### config.mk
export PLATFORM = sky130hd
export DESIGN_NAME = golomb_rice_exp_golomb_encoder_flat
export DESIGN_NICKNAME = d
export VERILOG_FILES = /design/src/gre_pkg.sv /design/src/gre_stream_if.sv /design/src/golomb_rice_exp_golomb_encoder.sv /design/src/gre_chunker.sv /design/src/flat_wrapper.sv
export SDC_FILE = /design/constraint.sdc
export NUM_CORES = 2
export LEC_CHECK = 0
export BUFFER_PORTS_ARGS = -buffer_cell sky130_fd_sc_hd__buf_2
export CAP_MARGIN = 20
export CORE_ASPECT_RATIO = 0.8
export CORE_MARGIN = 1
export CORE_UTILIZATION = 57
export DETAILED_ROUTE_END_ITERATION = 16
export HOLD_SLACK_MARGIN = 0.08
export PLACE_DENSITY = 0.74
export RECOVER_POWER = 50
export SLEW_MARGIN = 20
export SYNTH_ARGS = -nofsm -noshare
export SYNTH_HDL_FRONTEND = slang
export SYNTH_SLANG_ARGS = --single-unit
### constraint.sdc
create_clock -name clk -period 9.85 [get_ports clk]
set_input_delay 0.4925 -clock clk [delete_from_list [all_inputs] [get_ports clk]]
set_output_delay 0.4925 -clock clk [all_outputs]
set_load 0.005 [all_outputs]
### src/gre_pkg.sv
// Shared types, constants and helpers of the Golomb-Rice / Exp-Golomb encoder.
// No dependencies; used by the chunker, the top level, the checker and the testbench.
package gre_pkg;

    // Default clamp for the coding parameter k
    localparam int MAX_K_DEFAULT = 16;

    // Field and internal widths
    localparam int RES_W    = 64;   // residual and zigzag value
    localparam int CHUNK_W  = 32;   // bits per full chunk
    localparam int LEN_W    = 6;    // chunk_len field
    localparam int CODE_W   = 97;   // longest codeword: escape form
    localparam int UPPER_W  = 96;   // codeword bits above the final chunk
    localparam int POS_W    = 7;    // payload bit count, up to RES_W
    localparam int UNARY_W  = 6;    // unary count, up to ESC_UNARY
    localparam int CIDX_W   = 2;    // chunk index within one codeword
    localparam int CFG_IDX_W = 8;
    localparam int CFG_VAL_W = 32;

    localparam logic [CHUNK_W-1:0] ONES32    = 32'hFFFF_FFFF;
    localparam int                 MAX_UNARY = 31;
    localparam logic [UNARY_W-1:0] ESC_UNARY = 6'd32;
    localparam logic [POS_W-1:0]   ESC_POS   = 7'd64;

    // Configuration register indexes
    typedef enum logic [CFG_IDX_W-1:0] {
        CFG_RICE_K       = 8'd0,
        CFG_CODER_SELECT = 8'd1
    } cfg_index_t;

    // Coder modes
    localparam logic MODE_RICE = 1'b0;
    localparam logic MODE_EXPG = 1'b1;

    // Words on the channels
    typedef struct packed {
        logic signed [RES_W-1:0] residual;
    } res_word_t;

    typedef struct packed {
        logic [CHUNK_W-1:0] chunk_bits;
        logic [LEN_W-1:0]   chunk_len;
        logic               escaped;
        logic               last;
    } chunk_word_t;

    typedef struct packed {
        logic [CFG_IDX_W-1:0] index;
        logic [CFG_VAL_W-1:0] value;
    } cfg_word_t;

    // Finished codeword handed from the pipeline to the chunker
    typedef struct packed {
        logic [CODE_W-1:0] value;   // right-aligned codeword
        logic [LEN_W-1:0]  fin_len; // bits in the final chunk, 1..32
        logic [CIDX_W-1:0] nlast;   // index of the final chunk
        logic              esc;
    } code_t;

    // Position of the highest set bit of a 32-bit word (binary search)
    function automatic logic [4:0] floor_log2_32(input logic [31:0] v);
        logic [31:0] x;
        logic [4:0]  n;
        x = v;
        n = '0;
        if (x[31:16] != 16'd0) begin n[4] = 1'b1; x = x >> 16; end
        if (x[15:8]  != 8'd0)  begin n[3] = 1'b1; x = x >> 8;  end
        if (x[7:4]   != 4'd0)  begin n[2] = 1'b1; x = x >> 4;  end
        if (x[3:2]   != 2'd0)  begin n[1] = 1'b1; x = x >> 2;  end
        if (x[1]     != 1'b0)  begin n[0] = 1'b1; end
        return n;
    endfunction

endpackage

### src/gre_stream_if.sv
// Valid/ready stream channel carrying one word of a chosen packed type.
// Word types come from gre_pkg.
interface gre_stream_if #(
    parameter type word_t = logic
) ();
    logic  valid;
    logic  ready;
    word_t data;

    modport source (output valid, output data, input ready);
    modport sink   (input valid, input data, output ready);
endinterface

### src/golomb_rice_exp_golomb_encoder.sv
// Top level of the Golomb-Rice / order-k Exp-Golomb residual encoder.
// Depends on gre_pkg, gre_stream_if and gre_chunker.
//
// Channel   Modport  Word                 Handshake
// res       sink     residual (64, s)     valid && ready
// chunk     source   chunk_bits/len/      valid && ready
//                    escaped/last
// cfg       sink     index (8), value(32) valid && ready, ready always high
//
// Six register stages (zigzag, add 2^k, shift and escape test, log2, mask,
// codeword assembly) feed the chunker, which registers each codeword. One
// residual enters per cycle while each codeword fits one chunk and
// chunk.ready stays high; a codeword of m chunks (up to 4, escape is 4)
// holds the chunker until all m are sent, and the stages stall behind it
// without loss. Reset clears the valid bits and rice_k and coder_select.
module golomb_rice_exp_golomb_encoder #(
    parameter int MAX_K = gre_pkg::MAX_K_DEFAULT
) (
    input  logic         clk,
    input  logic         rst_n,
    gre_stream_if.sink   res,
    gre_stream_if.source chunk,
    gre_stream_if.sink   cfg
);

    localparam int KW = $clog2(MAX_K + 1);

    // Configuration registers
    logic [4:0] rice_k_reg;
    logic       coder_select_reg;
    logic [KW-1:0] k_eff;

    // Stage registers
    logic s1_valid_reg, s2_valid_reg, s3_valid_reg;
    logic s4_valid_reg, s5_valid_reg, s6_valid_reg;
    logic s1_ready, s2_ready, s3_ready, s4_ready, s5_ready, s6_ready;
    logic code_ready;

    logic [63:0]   s1_zz_reg;
    logic [KW-1:0] s1_k_reg;
    logic          s1_mode_reg;
    logic [63:0]   s1_zz_next;

    logic [63:0]   s2_zz_reg;
    logic [64:0]   s2_adj_reg;
    logic [KW-1:0] s2_k_reg;
    logic          s2_mode_reg;
    logic [64:0]   s2_adj_next;

    logic [63:0]   s3_zz_reg;
    logic [63:0]   s3_src_reg;
    logic [31:0]   s3_t_reg;
    logic [KW-1:0] s3_k_reg;
    logic          s3_mode_reg;
    logic          s3_esc_reg;
    logic [63:0]   s3_src_next;
    logic [63:0]   s3_sh;
    logic          s3_esc_next;

    logic [gre_pkg::UNARY_W-1:0] s4_u_reg;
    logic [gre_pkg::POS_W-1:0]   s4_pos_reg;
    logic [63:0]                 s4_low_reg;
    logic                        s4_esc_reg;
    logic [4:0]                  s4_pre;
    logic [gre_pkg::UNARY_W-1:0] s4_u_next;
    logic [gre_pkg::POS_W-1:0]   s4_pos_next;
    logic [gre_pkg::POS_W-1:0]   s4_k_wide;
    logic [63:0]                 s4_low_next;

    logic [gre_pkg::UNARY_W-1:0] s5_u_reg;
    logic [gre_pkg::POS_W-1:0]   s5_pos_reg;
    logic [63:0]                 s5_low_reg;
    logic [gre_pkg::POS_W-1:0]   s5_len_reg;
    logic                        s5_esc_reg;
    logic [63:0]                 s5_low_next;
    logic [gre_pkg::POS_W-1:0]   s5_len_next;

    gre_pkg::code_t              s6_code_reg;
    gre_pkg::code_t              s6_code_next;
    logic [31:0]                 s6_ones;
    logic [gre_pkg::POS_W-1:0]   s6_lm1;

    // Take configuration writes at any time
    assign cfg.ready = 1'b1;

    always_ff @(posedge clk or negedge rst_n)
    begin
        if (!rst_n)
        begin
            rice_k_reg       <= '0;
            coder_select_reg <= gre_pkg::MODE_RICE;
        end
        else if (cfg.valid)
        begin
            unique case (cfg.data.index)
                gre_pkg::CFG_RICE_K:       rice_k_reg       <= cfg.data.value[4:0];
                gre_pkg::CFG_CODER_SELECT: coder_select_reg <= cfg.data.value[0];
                default: ;
            endcase
        end
    end

    // Saturate k at MAX_K
    assign k_eff = (int'(rice_k_reg) > MAX_K) ? KW'(MAX_K) : rice_k_reg[KW-1:0];

    // Stall chain: a stage takes a word when it is empty or drains
    assign s6_ready  = !s6_valid_reg || code_ready;
    assign s5_ready  = !s5_valid_reg || s6_ready;
    assign s4_ready  = !s4_valid_reg || s5_ready;
    assign s3_ready  = !s3_valid_reg || s4_ready;
    assign s2_ready  = !s2_valid_reg || s3_ready;
    assign s1_ready  = !s1_valid_reg || s2_ready;
    assign res.ready = s1_ready;

    always_ff @(posedge clk or negedge rst_n)
    begin
        if (!rst_n)
        begin
            s1_valid_reg <= 1'b0;
            s2_valid_reg <= 1'b0;
            s3_valid_reg <= 1'b0;
            s4_valid_reg <= 1'b0;
            s5_valid_reg <= 1'b0;
            s6_valid_reg <= 1'b0;
        end
        else
        begin
            if (s1_ready) s1_valid_reg <= res.valid;
            if (s2_ready) s2_valid_reg <= s1_valid_reg;
            if (s3_ready) s3_valid_reg <= s2_valid_reg;
            if (s4_ready) s4_valid_reg <= s3_valid_reg;
            if (s5_ready) s5_valid_reg <= s4_valid_reg;
            if (s6_ready) s6_valid_reg <= s5_valid_reg;
        end
    end

    // Stage 1: zigzag map, snapshot k and mode
    assign s1_zz_next = {res.data.residual[62:0], 1'b0} ^ {64{res.data.residual[63]}};

    always_ff @(posedge clk)
    begin
        if (s1_ready)
        begin
            s1_zz_reg   <= s1_zz_next;
            s1_k_reg    <= k_eff;
            s1_mode_reg <= coder_select_reg;
        end
    end

    // Stage 2: add 2^k, keep the carry for the overflow test
    assign s2_adj_next = {1'b0, s1_zz_reg} + (65'd1 << s1_k_reg);

    always_ff @(posedge clk)
    begin
        if (s2_ready)
        begin
            s2_zz_reg   <= s1_zz_reg;
            s2_adj_reg  <= s2_adj_next;
            s2_k_reg    <= s1_k_reg;
            s2_mode_reg <= s1_mode_reg;
        end
    end

    // Stage 3: shift right by k and test for escape
    assign s3_src_next = (s2_mode_reg == gre_pkg::MODE_EXPG) ? s2_adj_reg[63:0] : s2_zz_reg;
    assign s3_sh       = s3_src_next >> s2_k_reg;
    assign s3_esc_next = (s2_mode_reg == gre_pkg::MODE_EXPG)
                         ? (s2_adj_reg[64] || (s3_sh[63:32] != 32'd0))
                         : (s3_sh[63:5] != 59'd0);

    always_ff @(posedge clk)
    begin
        if (s3_ready)
        begin
            s3_zz_reg   <= s2_zz_reg;
            s3_src_reg  <= s3_src_next;
            s3_t_reg    <= s3_sh[31:0];
            s3_k_reg    <= s2_k_reg;
            s3_mode_reg <= s2_mode_reg;
            s3_esc_reg  <= s3_esc_next;
        end
    end

    // Stage 4: unary count and payload bit count
    assign s4_pre    = gre_pkg::floor_log2_32(s3_t_reg);
    assign s4_k_wide = {{(gre_pkg::POS_W - KW){1'b0}}, s3_k_reg};

    always_comb
    begin
        if (s3_esc_reg)
        begin
            s4_u_next   = gre_pkg::ESC_UNARY;
            s4_pos_next = gre_pkg::ESC_POS;
            s4_low_next = s3_zz_reg;
        end
        else if (s3_mode_reg == gre_pkg::MODE_EXPG)
        begin
            s4_u_next   = gre_pkg::UNARY_W'(s4_pre);
            s4_pos_next = gre_pkg::POS_W'(s4_pre) + s4_k_wide;
            s4_low_next = s3_src_reg;
        end
        else
        begin
            s4_u_next   = gre_pkg::UNARY_W'(s3_t_reg[4:0]);
            s4_pos_next = s4_k_wide;
            s4_low_next = s3_zz_reg;
        end
    end

    always_ff @(posedge clk)
    begin
        if (s4_ready)
        begin
            s4_u_reg   <= s4_u_next;
            s4_pos_reg <= s4_pos_next;
            s4_low_reg <= s4_low_next;
            s4_esc_reg <= s3_esc_reg;
        end
    end

    // Stage 5: mask the payload bits, total codeword length
    assign s5_low_next = s4_low_reg & ~(64'hFFFF_FFFF_FFFF_FFFF << s4_pos_reg);
    assign s5_len_next = gre_pkg::POS_W'(s4_u_reg) + s4_pos_reg + 7'd1;

    always_ff @(posedge clk)
    begin
        if (s5_ready)
        begin
            s5_u_reg   <= s4_u_reg;
            s5_pos_reg <= s4_pos_reg;
            s5_low_reg <= s5_low_next;
            s5_len_reg <= s5_len_next;
            s5_esc_reg <= s4_esc_reg;
        end
    end

    // Stage 6: place the unary ones above the stop bit, size the chunks
    assign s6_ones = ~(gre_pkg::ONES32 << s5_u_reg);
    assign s6_lm1  = s5_len_reg - 7'd1;

    always_comb
    begin
        s6_code_next.value   = ({65'd0, s6_ones} << (s5_pos_reg + 7'd1))
                               | {33'd0, s5_low_reg};
        s6_code_next.fin_len = {1'b0, s6_lm1[4:0]} + 6'd1;
        s6_code_next.nlast   = s6_lm1[6:5];
        s6_code_next.esc     = s5_esc_reg;
    end

    always_ff @(posedge clk)
    begin
        if (s6_ready)
            s6_code_reg <= s6_code_next;
    end

    // Send the codeword as chunks
    gre_chunker u_chunker (
        .clk        (clk),
        .rst_n      (rst_n),
        .code_valid (s6_valid_reg),
        .code_ready (code_ready),
        .code       (s6_code_reg),
        .chunk      (chunk)
    );

    // A stalled first stage holds its word
    assert property (@(posedge clk) disable iff (!rst_n)
        s1_valid_reg && !s2_ready |=> s1_valid_reg && $stable(s1_zz_reg))
        else $error("stage 1 word changed under stall");

    // A stalled codeword waits for the chunker unchanged
    assert property (@(posedge clk) disable iff (!rst_n)
        s6_valid_reg && !code_ready |=> s6_valid_reg && $stable(s6_code_reg))
        else $error("codeword changed while the chunker was busy");

    // Escape forms carry 32 ones and a 64-bit payload
    assert property (@(posedge clk) disable iff (!rst_n)
        s4_valid_reg && s4_esc_reg |-> s4_u_reg == gre_pkg::ESC_UNARY
                                     && s4_pos_reg == gre_pkg::ESC_POS)
        else $error("escape codeword with wrong prefix or payload size");

endmodule

### src/gre_chunker.sv
// Output stage: holds one finished codeword and sends it as 32-bit chunks.
// Depends on gre_pkg (code_t, chunk_word_t) and gre_stream_if.
module gre_chunker (
    input  logic              clk,
    input  logic              rst_n,
    input  logic              code_valid,
    output logic              code_ready,
    input  gre_pkg::code_t    code,
    gre_stream_if.source      chunk
);

    logic                          hold_valid_reg;
    logic [gre_pkg::CIDX_W-1:0]    cnt_reg;
    logic [gre_pkg::UPPER_W-1:0]   upper_reg;
    logic [gre_pkg::CHUNK_W-1:0]   fin_reg;
    logic [gre_pkg::LEN_W-1:0]     fin_len_reg;
    logic [gre_pkg::CIDX_W-1:0]    nlast_reg;
    logic                          esc_reg;

    logic [gre_pkg::UPPER_W-1:0]   upper_next;
    logic [gre_pkg::CHUNK_W-1:0]   fin_next;
    logic [gre_pkg::CIDX_W-1:0]    sel;
    logic                          is_last;
    logic                          pop;
    logic                          load;

    // Split the codeword: the final chunk is its low bits, the rest are whole words
    assign upper_next = gre_pkg::UPPER_W'(code.value >> code.fin_len);
    assign fin_next   = code.value[gre_pkg::CHUNK_W-1:0]
                        & ~(gre_pkg::ONES32 << code.fin_len);

    assign is_last    = (cnt_reg == nlast_reg);
    assign pop        = hold_valid_reg && chunk.ready;
    assign code_ready = !hold_valid_reg || (chunk.ready && is_last);
    assign load       = code_valid && code_ready;

    // Pick the word for the current chunk, highest word first
    assign sel = nlast_reg - cnt_reg - 2'd1;

    assign chunk.valid           = hold_valid_reg;
    assign chunk.data.chunk_bits = is_last ? fin_reg : upper_reg[{sel, 5'b00000} +: 32];
    assign chunk.data.chunk_len  = is_last ? fin_len_reg : gre_pkg::LEN_W'(gre_pkg::CHUNK_W);
    assign chunk.data.escaped    = esc_reg;
    assign chunk.data.last       = is_last;

    // Track the held codeword and the chunk count
    always_ff @(posedge clk or negedge rst_n)
    begin
        if (!rst_n)
        begin
            hold_valid_reg <= 1'b0;
            cnt_reg        <= '0;
        end
        else if (load)
        begin
            hold_valid_reg <= 1'b1;
            cnt_reg        <= '0;
        end
        else if (pop)
        begin
            if (is_last)
                hold_valid_reg <= 1'b0;
            else
                cnt_reg <= cnt_reg + 2'd1;
        end
    end

    // Capture the codeword payload
    always_ff @(posedge clk)
    begin
        if (load)
        begin
            upper_reg   <= upper_next;
            fin_reg     <= fin_next;
            fin_len_reg <= code.fin_len;
            nlast_reg   <= code.nlast;
            esc_reg     <= code.esc;
        end
    end

    // Every chunk but the final one is a full word
    assert property (@(posedge clk) disable iff (!rst_n)
        chunk.valid && !chunk.data.last |-> chunk.data.chunk_len == 6'd32)
        else $error("non-final chunk shorter than a full word");

    // An escape codeword ends in a single bit after three full words
    assert property (@(posedge clk) disable iff (!rst_n)
        chunk.valid && chunk.data.escaped |-> nlast_reg == 2'd3 && fin_len_reg == 6'd1)
        else $error("escape codeword with wrong chunk layout");

    // Popping a non-final chunk keeps the codeword and moves to the next chunk
    assert property (@(posedge clk) disable iff (!rst_n)
        pop && !is_last |=> hold_valid_reg && cnt_reg == $past(cnt_reg) + 2'd1)
        else $error("codeword lost or chunk repeated after a pop");

endmodule

### src/flat_wrapper.sv
// flat-port wrapper written by rule: the top's interface ports become plain ports
module golomb_rice_exp_golomb_encoder_flat 
#(
    parameter int MAX_K = gre_pkg::MAX_K_DEFAULT
)
  (clk, rst_n, res_valid, res_data, res_ready, chunk_valid, chunk_data, chunk_ready, cfg_valid, cfg_data, cfg_ready);
  gre_stream_if #(.word_t(gre_pkg::res_word_t)) res_i ();
  gre_stream_if #(.word_t(gre_pkg::chunk_word_t)) chunk_i ();
  gre_stream_if #(.word_t(gre_pkg::cfg_word_t)) cfg_i ();
  input  logic clk;
  input  logic rst_n;
  input wire logic [$bits(res_i.valid)-1:0] res_valid;
  input wire logic [$bits(res_i.data)-1:0] res_data;
  output wire logic [$bits(res_i.ready)-1:0] res_ready;
  output wire logic [$bits(chunk_i.valid)-1:0] chunk_valid;
  output wire logic [$bits(chunk_i.data)-1:0] chunk_data;
  input wire logic [$bits(chunk_i.ready)-1:0] chunk_ready;
  input wire logic [$bits(cfg_i.valid)-1:0] cfg_valid;
  input wire logic [$bits(cfg_i.data)-1:0] cfg_data;
  output wire logic [$bits(cfg_i.ready)-1:0] cfg_ready;
  assign res_i.valid = res_valid;
  assign res_i.data = res_data;
  assign res_ready = res_i.ready;
  assign chunk_valid = chunk_i.valid;
  assign chunk_data = chunk_i.data;
  assign chunk_i.ready = chunk_ready;
  assign cfg_i.valid = cfg_valid;
  assign cfg_i.data = cfg_data;
  assign cfg_ready = cfg_i.ready;
  golomb_rice_exp_golomb_encoder #(.MAX_K(MAX_K)) u_core (.clk(clk), .rst_n(rst_n), .res(res_i), .chunk(chunk_i), .cfg(cfg_i));
endmodule
# Word-level counts from Yosys, hierarchy flattened
# Cells that the tools add are included.
# Widths: inputs -> output; s select.
dict set report totals {
  ff_bits 793
  inputBits 109
  wordCells 127
  out_inout_bits 43
}
dict set report op_classes {
  muxes 23
  order_cmp 1
  eq_ne 3
  n_addsub 10
  bitwise 8
  n_shift 8
  n_reduce_logical 32
}
# op n
set ops {}
lappend ops {{$mux 64} 3}
lappend ops {{$or 97x64->97} 1}
lappend ops {{$shl 32x7->97} 1}
lappend ops {{$shr 97x6->96} 1}
lappend ops {{$shiftx 96x8->32} 1}
lappend ops {{$add 64x65->65} 1}
lappend ops {{$shl 1x5->65 const A} 1}
lappend ops {{$and 64x64->64} 1}
lappend ops {{$not 32->32} 2}
lappend ops {{$not 64->64} 1}
lappend ops {{$shl 32x6->32 const A} 2}
lappend ops {{$shl 64x7->64 const A} 1}
lappend ops {{$shr 64x5->64} 1}
lappend ops {{$xor 64x64->64} 1}
lappend ops {{$reduce_bool 59->1} 1}
lappend ops {{$and 32x32->32} 1}
lappend ops {{$mux 32} 1}
lappend ops {{$reduce_bool 32->1} 1}
lappend ops {{$mux 16} 1}
lappend ops {{$reduce_bool 16->1} 1}
lappend ops {{$add 7x1->7 const B} 2}
lappend ops {{$mux 1} 9}
lappend ops {{$eq 8x1->1 const B} 1}
lappend ops {{$logic_not 8->1} 1}
lappend ops {{other kinds (25)} 48}

# Depth between registers and ports, before layout
dict set report depth {
  word_depth 11
  depth_mapped 18
  mapped_depth_nobuf 18
}

# Hierarchy
# A second synthesis with hierarchy kept.
dict set report hier_totals {
  cells_unflattened 3668
  hier_area_um2 47013.8
}
# module area_each_um2 seq_area_each_um2 cells_each n_inst
set by_module_without_submodules {}
lappend by_module_without_submodules {golomb_rice_exp_golomb_encoder 34765.8 19488.7 2619 1}
lappend by_module_without_submodules {gre_chunker 12248.0 4189.0 1049 1}

# Least setup slack after synthesis
# OpenSTA, ideal clock, no wires.
dict set report synth_timing {
  kind {register to register}
  start {reg u_core.u_chunker.cnt_reg[0] (netlist bit)}
  end {reg u_core.s2_adj_reg[0] (enable)}
  arrival_ps 8487
  period_less_slack_ps 9650
  n_path_buf 1
  path_slack_ps 200
  required_ps 8687
  setup_time_ps 1163
  path_stages_with_launch 11
  path_cell_list {dfrtp_1 -> inv_1 -> ha_1 -> clkbuf_1 -> nand2_1 -> inv_1 -> a21boi_0 -> and3_1 -> nand3_1 -> inv_1 -> nand2_1}
}
dict set report synth_between {
  elab_chain_cells 8
}
# item line
set synth_lines {}
lappend synth_lines {{start: declaration} gre_chunker.sv:13} ;# logic [gre_pkg::CIDX_W-1:0] cnt_reg;
lappend synth_lines {{start signal: assignment} gre_chunker.sv:64} ;# cnt_reg <= cnt_reg + 2'd1;
lappend synth_lines {{$eq 2x2->1} gre_chunker.sv:32} ;# assign is_last = (cnt_reg == nlast_reg);
lappend synth_lines {{net u_core.u_chunker.is_last} gre_chunker.sv:23} ;# logic is_last;
lappend synth_lines {{$logic_and 1x1->1} gre_chunker.sv:34} ;# assign code_ready = !hold_valid_reg || (chunk.ready && is_last);
lappend synth_lines {{$logic_or 1x1->1} gre_chunker.sv:34}
lappend synth_lines {{$logic_or 1x1->1} golomb_rice_exp_golomb_encoder.sv:107} ;# assign s6_ready = !s6_valid_reg || code_ready;
lappend synth_lines {{$logic_or 1x1->1} golomb_rice_exp_golomb_encoder.sv:108} ;# assign s5_ready = !s5_valid_reg || s6_ready;
lappend synth_lines {{$logic_or 1x1->1} golomb_rice_exp_golomb_encoder.sv:109} ;# assign s4_ready = !s4_valid_reg || s5_ready;
lappend synth_lines {{$logic_or 1x1->1} golomb_rice_exp_golomb_encoder.sv:110} ;# assign s3_ready = !s3_valid_reg || s4_ready;
lappend synth_lines {{net u_core.s3_ready} golomb_rice_exp_golomb_encoder.sv:36} ;# logic s1_ready, s2_ready, s3_ready, s4_ready, s5_ready, s6_ready;
lappend synth_lines {{$logic_or 1x1->1} golomb_rice_exp_golomb_encoder.sv:111} ;# assign s2_ready = !s2_valid_reg || s3_ready;
lappend synth_lines {{net u_core.s2_ready} golomb_rice_exp_golomb_encoder.sv:36}
lappend synth_lines {{end signal: assignment} golomb_rice_exp_golomb_encoder.sv:158} ;# s2_adj_reg <= s2_adj_next;
lappend synth_lines {{end: declaration} golomb_rice_exp_golomb_encoder.sv:45} ;# logic [64:0] s2_adj_reg;
# The timed path passes the listed nets, and every way through them passes these cells.
# A chain may end at the register's enable or synchronous reset.

# Worst setup path in the final report
dict set report layout_timing {
  start {reg u_core.u_chunker.cnt_reg[0] (netlist bit)}
  end {reg u_core.s2_adj_reg[62] (enable)}
}
dict set report layout_between {
  elab_chain_cells 8
}
# item line
set layout_lines {}
lappend layout_lines {{$eq 2x2->1} gre_chunker.sv:32}
lappend layout_lines {{$logic_and 1x1->1} gre_chunker.sv:34}
lappend layout_lines {{$logic_or 1x1->1} gre_chunker.sv:34}
lappend layout_lines {{$logic_or 1x1->1} golomb_rice_exp_golomb_encoder.sv:107}
lappend layout_lines {{$logic_or 1x1->1} golomb_rice_exp_golomb_encoder.sv:108}
lappend layout_lines {{$logic_or 1x1->1} golomb_rice_exp_golomb_encoder.sv:109}
lappend layout_lines {{$logic_or 1x1->1} golomb_rice_exp_golomb_encoder.sv:110}
lappend layout_lines {{net u_core.s3_ready} golomb_rice_exp_golomb_encoder.sv:36}
lappend layout_lines {{$logic_or 1x1->1} golomb_rice_exp_golomb_encoder.sv:111}
lappend layout_lines {{net u_core.s2_ready} golomb_rice_exp_golomb_encoder.sv:36}
# The timed path passes the listed nets, and every way through them passes these cells.

==> impl_metrics.json <==
{
  "status": "complete, but fails checks",
  "violations": "capacitance limit, slew limit",
  "yosys_warnings": 0,
  "cp-start-kind": "flip-flop",
  "ant_nets": 0,
  "wirelength_mm": 134.9,
  "ys_seq_area_frac": 0.5141,
  "slowest_delay_ns": 2.22,
  "post_cts_buffers": 0,
  "fp.coreArea_um2": 79430,
  "cp_slowest_cell": "clkbuf_1",
  "synth-main-ff-cell": "edfxtp_1",
  "via_per_inst": 6.696,
  "fin_crit_ns": 6.754,
  "instances_no_fill": 5089,
  "cts_tree": "done",
  "cts_sinks": 791,
  "htree_levels": 3,
  "rows": 92,
  "path_cells": "inv_1 > ha_2 > clkbuf_1 > nand2_2 > inv_1 > a21boi_0 > and3_1 > nand3_4 > inv_1 > nand2_1 > buf_4 > buf_4",
  "endpoint_kind": "flip-flop",
  "crit_type": "reg -> reg",
  "synth_edf_count": 776,
  "hp-class": "in -> reg",
  "p_leak_nw": 18.04,
  "layout.nets": 4147,
  "powerDensity_nw_per_um2": 331.9,
  "fin_ws_ns": 3.096,
  "first_global_vias": 31747,
  "relSlewSlack": -1.569,
  "synth_area_um2": 46060,
  "drc": 0,
  "finalClockSkew_ns": 0.02467,
  "final_util": 0.6290,
  "worst_pin_slew_ns": 3.853,
  "first_pass_iters": 8,
  "ir_drop_uv": 219.7,
  "drt_iter0_drc": 4731,
  "synthArstFlopShare": 0.01896,
  "synth_nets": 4155,
  "setup_violations": 0,
  "fmax_ghz": 0.1481,
  "cts_buffers": 81,
  "crit_top_cell": "inv_1",
  "pre_cts_ws_ns": 5.068,
  "cts_hold_buf": 6,
  "place_hpwl_mm": 98.56,
  "grt_max_degree": 137,
  "setup_tns_ns": 0,
  "crit_required_ns": 10.13,
  "grt_util_all_layers": 0.3269,
  "drv_slew": 1055,
  "initial_core_util": 0.5799,
  "largest_register_ffs": 106,
  "whs_ns": 0.1084,
  "syn_inst": 3996,
  "rsz0062_at_grt": "false",
  "antenna_found_initial": 9,
  "avgSynthCellArea_um2": 11.53,
  "ys_seq_elements": 791,
  "clock-root-buffer": "clkbuf_16",
  "cp_max_fo": 70,
  "gp_congestion": 1.040,
  "clockBufferDepth": 3,
  "portBuffers": 123,
  "clock_latency_ns": 0.66,
  "cts.clk_slew.worst_paths_ns": 0.06,
  "grt-ovfl-total": 0,
  "worstPathArrival_ns": 7.04,
  "drive_gt1_frac": 0.1612,
  "dr_total_vias": 34074,
  "hold_violations": 0,
  "ys_types": 88,
  "grt_pass1_wl_mm": 201.5,
  "die_height_um": 256.2,
  "die-width_um": 319.8,
  "post_cts_resized": 0,
  "dp_cells": 4933,
  "drv_cap": 21,
  "wl_per_cell_um": 26.52,
  "die-area_um2": 81950,
  "area_delta_synth_final_pct": 8.481,
  "period_share": 0.6857,
  "io_pins": 152
}
==> power by group <==
group	leakage (nW)	switching, W	internal [W]	total [W]
Combinational	9.42	0.00465	0.00272	0.00737
Sequential	7.32	0.000826	0.00527	0.00610
Clock	1.29	0.00135	0.00177	0.00312
Total	18.0	0.00683	0.00976	0.0166
==> cell families after synthesis <==
family,Yosys count,synth area share
AO/OA/AOI/OAI,909,0.1225
XOR/XNOR,149,0.02833
adder cells (fa/ha/maj),50,0.01407
buffers and inverters,340,0.03024
flip-flops,791,0.5141
multiplexers,591,0.1817
other,1,0.00008142
AND/OR/NAND/NOR,1165,0.1089
==> worst paths after layout <==
check                                                      to                         from  cells after the start  slack, ns
worst max-delay path                    u_core.s2_adj_reg[62]  u_core.u_chunker.cnt_reg[0]                     12       3.10
min in group asynchronous         u_core.u_chunker.cnt_reg[1]                        rst_n                      2       0.53
max in group asynchronous                u_core.rice_k_reg[2]                        rst_n                      2       8.73
worst min-delay path                     u_core.rice_k_reg[2]                  cfg_data[2]                      2       0.11
worst min register to register  u_core.u_chunker.nlast_reg[1]        u_core.s6_code_reg[2]                      0       0.42
worst max register to register          u_core.s2_adj_reg[62]  u_core.u_chunker.cnt_reg[0]                     12       3.10
==> final cells by class <==
| cell class | instances | area, µm² |
|---|---|---|
| Clock inverter | 53 | 524.3 |
| Clock buffer | 94 | 2128 |
| Fill cell | 6144 | 29460 |
| Tap cell | 1034 | 1294 |
| Multi-Input combinational cell | 2865 | 21080 |
| Antenna cell | 3 | 7.507 |
| Inverter | 66 | 247.7 |
| Sequential cell | 791 | 23680 |
| Timing Repair Buffer | 183 | 1008 |
==> worst max-delay path, delay by kind of cell (launching register included) <==
family	cells	cell delay [ns]
AOI/OAI and AO/OA	1	0.23
and+or+nand+nor	4	1.32
adders and majority gates	1	0.31
buffers and inverters	6	4.02
DFF	1	0.38
==> Yosys cell counts, types with 32 or more instances <==
master	count	area, µm²
edfxtp_1	776	23300
nand2_1	514	1929
nor2_1	368	1381
a21oi_1	300	1501
mux2_2	216	2432
mux2i_1	199	1992
clkbuf_1	191	716.9
mux4_2	170	3829
o21ai_0	163	815.8
a31oi_1	83	519.3
xor2_1	81	709.4
xnor2_1	68	595.6
inv_1	62	232.7
o22ai_1	61	381.6
nor3_1	51	255.2
nand3_1	50	250.2
a21o_1	47	352.8
buf_1	47	176.4
ha_1	47	588.1
nor2b_1	36	225.2
a211oi_1	33	247.7
o21bai_1	32	240.2
==> per-stage QoR <==
stage | power [W] | area, µm²
4_1_cts | 0.01636 | 50090
3_3_place_gp | 0.01314 | 47380
6_report | 0.01659 | 49960
3_5_place_dp | 0.01323 | 47380
2_1_floorplan | 0.01091 | 46060
5_1_grt | 0.01731 | 49960
==> placed cells by master, fill, tap and decap left out, types with 11 or more instances in the layout <==
master and count:
edfxtp_1 776, nand2_1 513, nor2_1 368, a21oi_1 300
mux2i_1 199, mux2_2 176, mux4_2 170, o21ai_0 164
buf_2 118, a31oi_1 83, clkbuf_16 83, xor2_1 80
xnor2_1 64, o22ai_1 61, inv_1 60, nor3_1 51
nand3_1 48, a21o_1 47, ha_1 46, mux2_1 43
clkbuf_1 36, nor2b_1 35, a211oi_1 33, o21bai_1 32
buf_4 32, and3_1 30, a22oi_1 27, a21boi_0 26
nand2b_1 24, o21a_1 22, clkinv_1 20, clkinv_2 17
nand4_1 15, a221o_1 15, dfrtp_1 15, and2_1 13
nor4_1 12, a22o_1 11
==> per-layer routing <==
metal	track usage	wire length, µm
met1	0.4747	55410
met2	0.4954	60320
met3	0.06903	15060
met4	0.09936	4131
met5	0	16
No activity file was read; power rests on OpenSTA's default activity.
